==> src/rtl/core/sbi_pkg.sv <==
// ----------------------------------------------------------------------------
// sbi_pkg
// Shared types and constants for the segment/box intersection pipeline.
// ----------------------------------------------------------------------------
package sbi_pkg;

  // Position of a coordinate relative to the box span on one axis.
  typedef enum logic [1:0] {
    BAND_LOW,
    BAND_MID,
    BAND_HIGH
  } sbi_band_t;

  // Decision already settled by the region codes.
  typedef struct packed {
    logic hit;
    logic miss;
  } sbi_early_t;

  // Payload load strobes for the product and sign stages.
  typedef struct packed {
    logic ld2;
    logic ld3;
  } sbi_adv_t;

  localparam int NUM_CORNERS = 4;

  // Two bands are opposite when they sit on opposite sides (or both in the middle).
  function automatic logic opposite(input sbi_band_t a, input sbi_band_t b);
    return ((a == BAND_LOW) && (b == BAND_HIGH)) ||
           ((a == BAND_HIGH) && (b == BAND_LOW)) ||
           ((a == BAND_MID) && (b == BAND_MID));
  endfunction

endpackage

==> src/rtl/core/sbi_region.sv <==
// ----------------------------------------------------------------------------
// sbi_region
// Stage 1: region codes of both endpoints, early decision and the coordinate
// differences that feed the cross products.
// ----------------------------------------------------------------------------
module sbi_region #(
  parameter int COORD_BITS = 16
) (
  input  logic                          clk,
  input  logic                          ld,
  input  logic signed [COORD_BITS-1:0]  box_min_x,
  input  logic signed [COORD_BITS-1:0]  box_min_y,
  input  logic signed [COORD_BITS-1:0]  box_max_x,
  input  logic signed [COORD_BITS-1:0]  box_max_y,
  input  logic signed [COORD_BITS-1:0]  seg_start_x,
  input  logic signed [COORD_BITS-1:0]  seg_start_y,
  input  logic signed [COORD_BITS-1:0]  seg_end_x,
  input  logic signed [COORD_BITS-1:0]  seg_end_y,
  output sbi_pkg::sbi_early_t           early_r,
  output logic signed [COORD_BITS:0]    dx_r,
  output logic signed [COORD_BITS:0]    dy_r,
  output logic signed [COORD_BITS:0]    cx_lo_r,
  output logic signed [COORD_BITS:0]    cx_hi_r,
  output logic signed [COORD_BITS:0]    cy_lo_r,
  output logic signed [COORD_BITS:0]    cy_hi_r
);
  import sbi_pkg::*;

  localparam int DW = COORD_BITS + 1;

  function automatic sbi_band_t classify(input logic signed [COORD_BITS-1:0] lo,
                                         input logic signed [COORD_BITS-1:0] hi,
                                         input logic signed [COORD_BITS-1:0] p);
    sbi_band_t b;
    b = BAND_MID;
    if (hi < p) begin
      b = BAND_HIGH;
    end else if (p < lo) begin
      b = BAND_LOW;
    end
    return b;
  endfunction

  function automatic logic signed [DW-1:0] diff(input logic signed [COORD_BITS-1:0] a,
                                                input logic signed [COORD_BITS-1:0] b);
    return {a[COORD_BITS-1], a} - {b[COORD_BITS-1], b};
  endfunction

  sbi_band_t  col0, row0, col1, row1;
  sbi_early_t early_nxt;

  always_comb begin
    col0 = classify(box_min_x, box_max_x, seg_start_x);
    row0 = classify(box_min_y, box_max_y, seg_start_y);
    col1 = classify(box_min_x, box_max_x, seg_end_x);
    row1 = classify(box_min_y, box_max_y, seg_end_y);
    early_nxt.hit  = ((row0 == BAND_MID) && (col0 == BAND_MID)) ||
                     ((row1 == BAND_MID) && (col1 == BAND_MID)) ||
                     (opposite(row0, row1) && opposite(col0, col1));
    early_nxt.miss = (row0 == row1) || (col0 == col1);
  end

  always_ff @(posedge clk) begin
    if (ld) begin
      early_r <= early_nxt;
      dx_r    <= diff(seg_end_x, seg_start_x);
      dy_r    <= diff(seg_end_y, seg_start_y);
      cx_lo_r <= diff(box_min_x, seg_start_x);
      cx_hi_r <= diff(box_max_x, seg_start_x);
      cy_lo_r <= diff(box_min_y, seg_start_y);
      cy_hi_r <= diff(box_max_y, seg_start_y);
    end
  end

endmodule

==> src/rtl/core/sbi_cross.sv <==
// ----------------------------------------------------------------------------
// sbi_cross
// Stages 2 and 3: the four distinct products, then the exact sign of the
// cross product for each box corner.
// ----------------------------------------------------------------------------
module sbi_cross #(
  parameter int COORD_BITS = 16
) (
  input  logic                                  clk,
  input  sbi_pkg::sbi_adv_t                     adv,
  input  sbi_pkg::sbi_early_t                   early_in,
  input  logic signed [COORD_BITS:0]            dx,
  input  logic signed [COORD_BITS:0]            dy,
  input  logic signed [COORD_BITS:0]            cx_lo,
  input  logic signed [COORD_BITS:0]            cx_hi,
  input  logic signed [COORD_BITS:0]            cy_lo,
  input  logic signed [COORD_BITS:0]            cy_hi,
  output sbi_pkg::sbi_early_t                   early_r,
  output logic [sbi_pkg::NUM_CORNERS-1:0]       neg_r,
  output logic [sbi_pkg::NUM_CORNERS-1:0]       zero_r
);
  import sbi_pkg::*;

  localparam int DW = COORD_BITS + 1;
  localparam int PW = 2 * DW;
  localparam int XW = PW + 1;

  sbi_early_t             early_p_r;
  logic signed [PW-1:0]   dx_cylo_r, dx_cyhi_r, dy_cxlo_r, dy_cxhi_r;
  logic signed [XW-1:0]   cprod [NUM_CORNERS];
  logic [NUM_CORNERS-1:0] neg_nxt, zero_nxt;

  function automatic logic signed [XW-1:0] sub(input logic signed [PW-1:0] p,
                                               input logic signed [PW-1:0] q);
    return {p[PW-1], p} - {q[PW-1], q};
  endfunction

  always_ff @(posedge clk) begin
    if (adv.ld2) begin
      early_p_r <= early_in;
      dx_cylo_r <= PW'(dx * cy_lo);
      dx_cyhi_r <= PW'(dx * cy_hi);
      dy_cxlo_r <= PW'(dy * cx_lo);
      dy_cxhi_r <= PW'(dy * cx_hi);
    end
  end

  // Corner order: (min,min), (max,min), (min,max), (max,max).
  always_comb begin
    cprod[0] = sub(dx_cylo_r, dy_cxlo_r);
    cprod[1] = sub(dx_cylo_r, dy_cxhi_r);
    cprod[2] = sub(dx_cyhi_r, dy_cxlo_r);
    cprod[3] = sub(dx_cyhi_r, dy_cxhi_r);
    for (int i = 0; i < NUM_CORNERS; i++) begin
      neg_nxt[i]  = cprod[i][XW-1];
      zero_nxt[i] = (cprod[i] == '0);
    end
  end

  always_ff @(posedge clk) begin
    if (adv.ld3) begin
      early_r <= early_p_r;
      neg_r   <= neg_nxt;
      zero_r  <= zero_nxt;
    end
  end

endmodule

==> src/rtl/core/segment_box_intersect.sv <==
// ----------------------------------------------------------------------------
// segment_box_intersect
// Segment versus axis-aligned box hit test, fully pipelined.
// ----------------------------------------------------------------------------
// One test per cycle while the output is not stalled. An accepted input
// transaction passes through the four register stages in order: region codes
// and differences, the signed products, the cross-product signs, and the
// output register. A stall on the output only backs up the pipeline as far as
// it is full; empty stages keep accepting.
module segment_box_intersect #(
  parameter int COORD_BITS = 16
) (
  input  logic                          clk,
  input  logic                          rst_n,
  input  logic                          in_valid,
  output logic                          in_stall,
  input  logic signed [COORD_BITS-1:0]  in_box_min_x,
  input  logic signed [COORD_BITS-1:0]  in_box_min_y,
  input  logic signed [COORD_BITS-1:0]  in_box_max_x,
  input  logic signed [COORD_BITS-1:0]  in_box_max_y,
  input  logic signed [COORD_BITS-1:0]  in_seg_start_x,
  input  logic signed [COORD_BITS-1:0]  in_seg_start_y,
  input  logic signed [COORD_BITS-1:0]  in_seg_end_x,
  input  logic signed [COORD_BITS-1:0]  in_seg_end_y,
  output logic                          out_valid,
  input  logic                          out_stall,
  output logic                          out_hit
);
  import sbi_pkg::*;

  logic       v1_r, v2_r, v3_r, out_valid_r;
  logic       v1_nxt, v2_nxt, v3_nxt, out_valid_nxt;
  logic       rdy1, rdy2, rdy3, rdy4;
  logic       ld1;
  sbi_adv_t   adv;
  sbi_early_t early1, early3;
  logic signed [COORD_BITS:0] dx, dy, cx_lo, cx_hi, cy_lo, cy_hi;
  logic [NUM_CORNERS-1:0] neg, zero;
  logic       pos0, any_neg, any_pos, hit_nxt, out_hit_r;

  // A stage can take new data when empty or when its contents move on.
  always_comb begin
    rdy4    = !out_valid_r || !out_stall;
    rdy3    = !v3_r || rdy4;
    rdy2    = !v2_r || rdy3;
    rdy1    = !v1_r || rdy2;
    ld1     = in_valid && rdy1;
    adv.ld2 = v1_r && rdy2;
    adv.ld3 = v2_r && rdy3;
    v1_nxt        = rdy1 ? in_valid : v1_r;
    v2_nxt        = rdy2 ? v1_r : v2_r;
    v3_nxt        = rdy3 ? v2_r : v3_r;
    out_valid_nxt = rdy4 ? v3_r : out_valid_r;
  end

  always_ff @(posedge clk) begin
    if (!rst_n) begin
      v1_r        <= 1'b0;
      v2_r        <= 1'b0;
      v3_r        <= 1'b0;
      out_valid_r <= 1'b0;
    end else begin
      v1_r        <= v1_nxt;
      v2_r        <= v2_nxt;
      v3_r        <= v3_nxt;
      out_valid_r <= out_valid_nxt;
    end
  end

  sbi_region #(.COORD_BITS(COORD_BITS)) u_region (
    .clk         (clk),
    .ld          (ld1),
    .box_min_x   (in_box_min_x),
    .box_min_y   (in_box_min_y),
    .box_max_x   (in_box_max_x),
    .box_max_y   (in_box_max_y),
    .seg_start_x (in_seg_start_x),
    .seg_start_y (in_seg_start_y),
    .seg_end_x   (in_seg_end_x),
    .seg_end_y   (in_seg_end_y),
    .early_r     (early1),
    .dx_r        (dx),
    .dy_r        (dy),
    .cx_lo_r     (cx_lo),
    .cx_hi_r     (cx_hi),
    .cy_lo_r     (cy_lo),
    .cy_hi_r     (cy_hi)
  );

  sbi_cross #(.COORD_BITS(COORD_BITS)) u_cross (
    .clk      (clk),
    .adv      (adv),
    .early_in (early1),
    .dx       (dx),
    .dy       (dy),
    .cx_lo    (cx_lo),
    .cx_hi    (cx_hi),
    .cy_lo    (cy_lo),
    .cy_hi    (cy_hi),
    .early_r  (early3),
    .neg_r    (neg),
    .zero_r   (zero)
  );

  // Hit on an early hit, or, with no early miss, when some other corner lies strictly opposite corner 0.
  always_comb begin
    pos0    = !neg[0] && !zero[0];
    any_neg = |neg[NUM_CORNERS-1:1];
    any_pos = |(~neg[NUM_CORNERS-1:1] & ~zero[NUM_CORNERS-1:1]);
    hit_nxt = early3.hit ||
              (!early3.miss && ((pos0 && any_neg) || (neg[0] && any_pos)));
  end

  always_ff @(posedge clk) begin
    if (v3_r && rdy4) begin
      out_hit_r <= hit_nxt;
    end
  end

  assign in_stall  = !rdy1;
  assign out_valid = out_valid_r;
  assign out_hit   = out_hit_r;

endmodule

==> config.mk <==
export PLATFORM = sky130hd
export DESIGN_NAME = segment_box_intersect
export DESIGN_NICKNAME = d
export VERILOG_FILES = /design/src/rtl/core/sbi_pkg.sv /design/src/rtl/core/sbi_region.sv /design/src/rtl/core/sbi_cross.sv /design/src/rtl/core/segment_box_intersect.sv
export SDC_FILE = /design/constraint.sdc
export NUM_CORES = 2
export LEC_CHECK = 0
export BUFFER_PORTS_ARGS = -buffer_cell sky130_fd_sc_hd__buf_2
export CORE_MARGIN = 2
export CORE_UTILIZATION = 50
export DETAILED_ROUTE_END_ITERATION = 8
export GPL_ROUTABILITY_DRIVEN = 1
export PLACE_DENSITY = 0.72
export SKIP_LAST_GASP = 1
export SYNTH_ARGS = -nofsm -noshare
export SYNTH_HDL_FRONTEND = slang
export SYNTH_SLANG_ARGS = --single-unit
==> constraint.sdc <==
create_clock -name clk -period 14 [get_ports clk]
set_input_delay 2.8 -clock clk [delete_from_list [all_inputs] [get_ports clk]]
set_output_delay 2.8 -clock clk [all_outputs]
set_load 0.05 [all_outputs]
==> results.md <==
* Mapped Area at 0.0645 mm²
* Grt ovf at 0
* Worst slack at placement at 6.51 ns
* Final #Nets at 8953
* Synth-to-layout area growth at 5.45%
* Slew headroom at 0.0213
* Synth cell types at 93
* Hold endpoint: u_cross.early_r[0]
* Post-DP HPWL at 149000 µm
* Critical path endpoint category: flop
* Fin Setup TNS at 0 ns
* Worst Tran Pin Value at 1.43 ns
* Fmax at 0.129 GHz
* Ys Warns at 0
* Hold Violations, Final at 0
* Hold path depth at 0
* Rows at 131
* CTS buffer count at 36
* CTS root buf: clkbuf_16
* Critical path's top delay family: adder cells
* Clock Path Buffers at 3
* Clock slew at reported path FFs at 0.06 ns
* GRT Util Overall at 0.284
* Largest net degree at the start of global routing at 139
* I/O Buffers at 134
* DR iter-0 viols at 3665
* Global-route wire length before repair at 290000 µm
* EDFF count, synth at 253
* Height of the die at 363 µm
* H-tree depth at 2
* Worst Path Required at 14.30 ns
* Critical hold path startpoint: u_cross.early_p_r[0]
* Critical Path, Cell by Cell: nand2_1 > fa_1 > fa_1 > fa_1 > inv_1 > fa_1 > fa_1 > inv_1 > fa_1 > inv_1 > ha_1 > nand2_1 > a2111oi_0 > o31ai_1 > a31oi_1 > o21ai_0 > and2_1 > nor2_1 > xor2_1
* DIE WIDTH at 363 µm
* Critical-path cell with the highest stage delay: a2111oi_0
* Slowest stage delay, CP at 1.12 ns
* Asr flop ratio synth at 0
* Worst path buffer plus inverter count at 3
* RSZ-0062 raised after global routing: no
* Clock Latency Late Sink at 0.61 ns
* Initial Utilization at 0.505
* Core area at 0.128 mm²
* Reg2reg start: u_region.cy_hi_r[3]
* Reg2Reg Depth at 19
* Hold Crit Class: reg -> reg
* Hold Buf Count CTS at 0
* Vias in the first global route at 51800
* Syn Area/Cell at 9.25 µm²
* Crit path DAT at 8.08 ns
* Clock skew at 0.0388 ns
* Top_reg_cell synth: edfxtp_1
* Crit path launch type: flop
* Sequential area share after synthesis at 0.119
* Layout cell share with drive strength beyond 1 at 0.0410
* Tmin final at 7.78 ns
* FF+latch count, synth at 257
* IO Pins at 135
* Max Cap Viol at 1
* Tcrit/Tclk final at 0.556
* Crit Path Class: reg -> reg
* Placed Instance Area at 0.0668 mm²
* Reg2Reg Setup Slack at 6.22 ns
* Crit Path Max Fanout at 17
* Cts repair resizes at 0
* Mapped Nets at 8940
* Die area at 0.132 mm²
* Cell mode on critical path: fa_1
* DRC at 0
* DRT Pass-1 Iters at 8
* CTS tree: yes
* Failing checks: capacitance limit
* Avg WL per Cell at 20.9 µm
* Final-report setup violation count at 0
* Remaining antenna violation count after routing at 0
* Total number of vias at 48900
* Post-Synthesis Cells at 6978
* Final instance area at 0.0680 mm²
* Vias per cell at 5.63
* Antenna violations before repair at 13
* GP Congestion at 0.997
* Outcome: finished with violations
* Slew Limit Fails at 0
* PnR worst setup slack at 6.22 ns
* Commonest non-fill, non-tap cell in the layout: inv_1
* Post-Route WL at 181000 µm
* Worst r2r dst: u_cross.dx_cyhi_r[28]
* Most frequent cells in the layout: inv_1 (1482), fa_1 (1194), nand2_1 (663)
* Postcts setup bufs at 0
* # clock sinks at 257
through the flow:
| stage | std cells | hold slack [ns] | utilization |
|---|---|---|---|
| finish | 8687 | 0.420 | 0.532 |
| global placement | 8615 | 0.401 | 0.523 |
| floorplan | 6978 | 0.400 | - |
| detailed placement | 8615 | 0.408 | 0.523 |
| CTS | 8681 | 0.422 | 0.532 |
| global route | 8686 | 0.426 | 0.532 |
state kept, by name, indices dropped and copies added, names as in the netlist:
register and count:
out_hit 1, out_valid 1, u_cross.dx_cyhi_r 34, u_cross.dx_cylo_r 34
u_cross.dy_cxhi_r 34, u_cross.dy_cxlo_r 34, u_cross.early_p_r 2, u_cross.early_r 2
u_cross.neg_r 4, u_cross.zero_r 4, u_region.cx_hi_r 17, u_region.cx_lo_r 17
u_region.cy_hi_r 17, u_region.cy_lo_r 17, u_region.dx_r 17, u_region.dy_r 17
u_region.early_r 2, v1_r 1, v2_r 1, v3_r 1
layout make-up:
type                       count  area, µm²
fill                       11600      59800
timing repair buffer         179       1020
clock inverter                24        208
antenna                        6       15.0
tap                         1662       2080
inverter                    1482       5560
sequential                   257       7680
multi-input combinational   5035      50500
clock buffer                  42        976
cells in the mapped netlist, types with 7 or more instances:
cell type  instances  area share
edfxtp_1         253        0.12
a41o_1             8      0.0012
a2111oi_0         13      0.0018
o211ai_1          14      0.0016
mux2i_1           18      0.0028
a31oi_1           31      0.0030
a31o_2             9      0.0012
a221oi_1           8      0.0011
or4_1             11      0.0013
fa_1            1194        0.37
xnor2_1          205       0.028
nand2_1          663       0.039
o21a_1            53      0.0062
a211oi_1          41      0.0048
a21boi_0          23      0.0027
inv_1           1482       0.086
o22ai_1           26      0.0025
a21oi_1          242       0.019
or3_1             21      0.0020
clkbuf_1         196       0.011
and2_1           596       0.058
nor3b_1            7     0.00081
o21ai_0          178       0.014
nor4_1            16      0.0016
nand4_1           34      0.0033
a211o_1            7     0.00095
nand2b_1          70      0.0068
o41ai_1           10      0.0014
nor2b_1           73      0.0071
a21o_1           102       0.012
xor2_1            49      0.0067
nand3_1           69      0.0054
ha_1             636        0.12
o2111ai_1         16      0.0022
or2_2             11      0.0011
nand3b_1          14      0.0016
nor3_1            76      0.0059
o221ai_1          10      0.0014
and4_1             8      0.0011
o21bai_1          37      0.0043
and3_1            21      0.0020
o31ai_1           19      0.0022
nor2_1           295       0.017
worst max-delay path by stage:
stage | start | end | slack [ns] | cells after the start
2_1_floorplan | out_stall | u_cross.dx_cyhi_r[0] | 0.16 | 2
3_3_place_gp | u_region.cy_hi_r[2] | u_cross.dx_cyhi_r[28] | 6.63 | 19
3_5_place_dp | u_region.cy_hi_r[2] | u_cross.dx_cyhi_r[28] | 6.51 | 17
4_1_cts | u_region.cy_hi_r[2] | u_cross.dx_cyhi_r[28] | 6.49 | 17
5_1_grt | u_region.cy_hi_r[2] | u_cross.dx_cyhi_r[28] | 5.99 | 19
6_report | u_region.cy_hi_r[3] | u_cross.dx_cyhi_r[28] | 6.22 | 19
routing by layer:
layer | global-route usage | vias up | wire, µm
li1 | - | 22100 | -
met1 | 0.372 | 24500 | 73500
met2 | 0.467 | 1966 | 84400
met3 | 0.0435 | 422 | 13700
met4 | 0.130 | 10 | 9710
met5 | 0 | - | 60
logic make-up (layout without fill, tap and decap cells):
logic type | after synthesis | after routing | synth area share
compound gates | 923 | 923 | 0.0942
flops | 257 | 257 | 0.119
fa+ha+maj | 1830 | 1830 | 0.494
other cells | 0 | 6 | 0
mux | 20 | 20 | 0.00314
xor+xnor | 254 | 254 | 0.0345
buf+inv | 1686 | 1727 | 0.0986
simple gates | 2008 | 2008 | 0.157
Power is not shown: default switching activity piles up to over one toggle a cycle in this logic, so the estimate is an artifact.
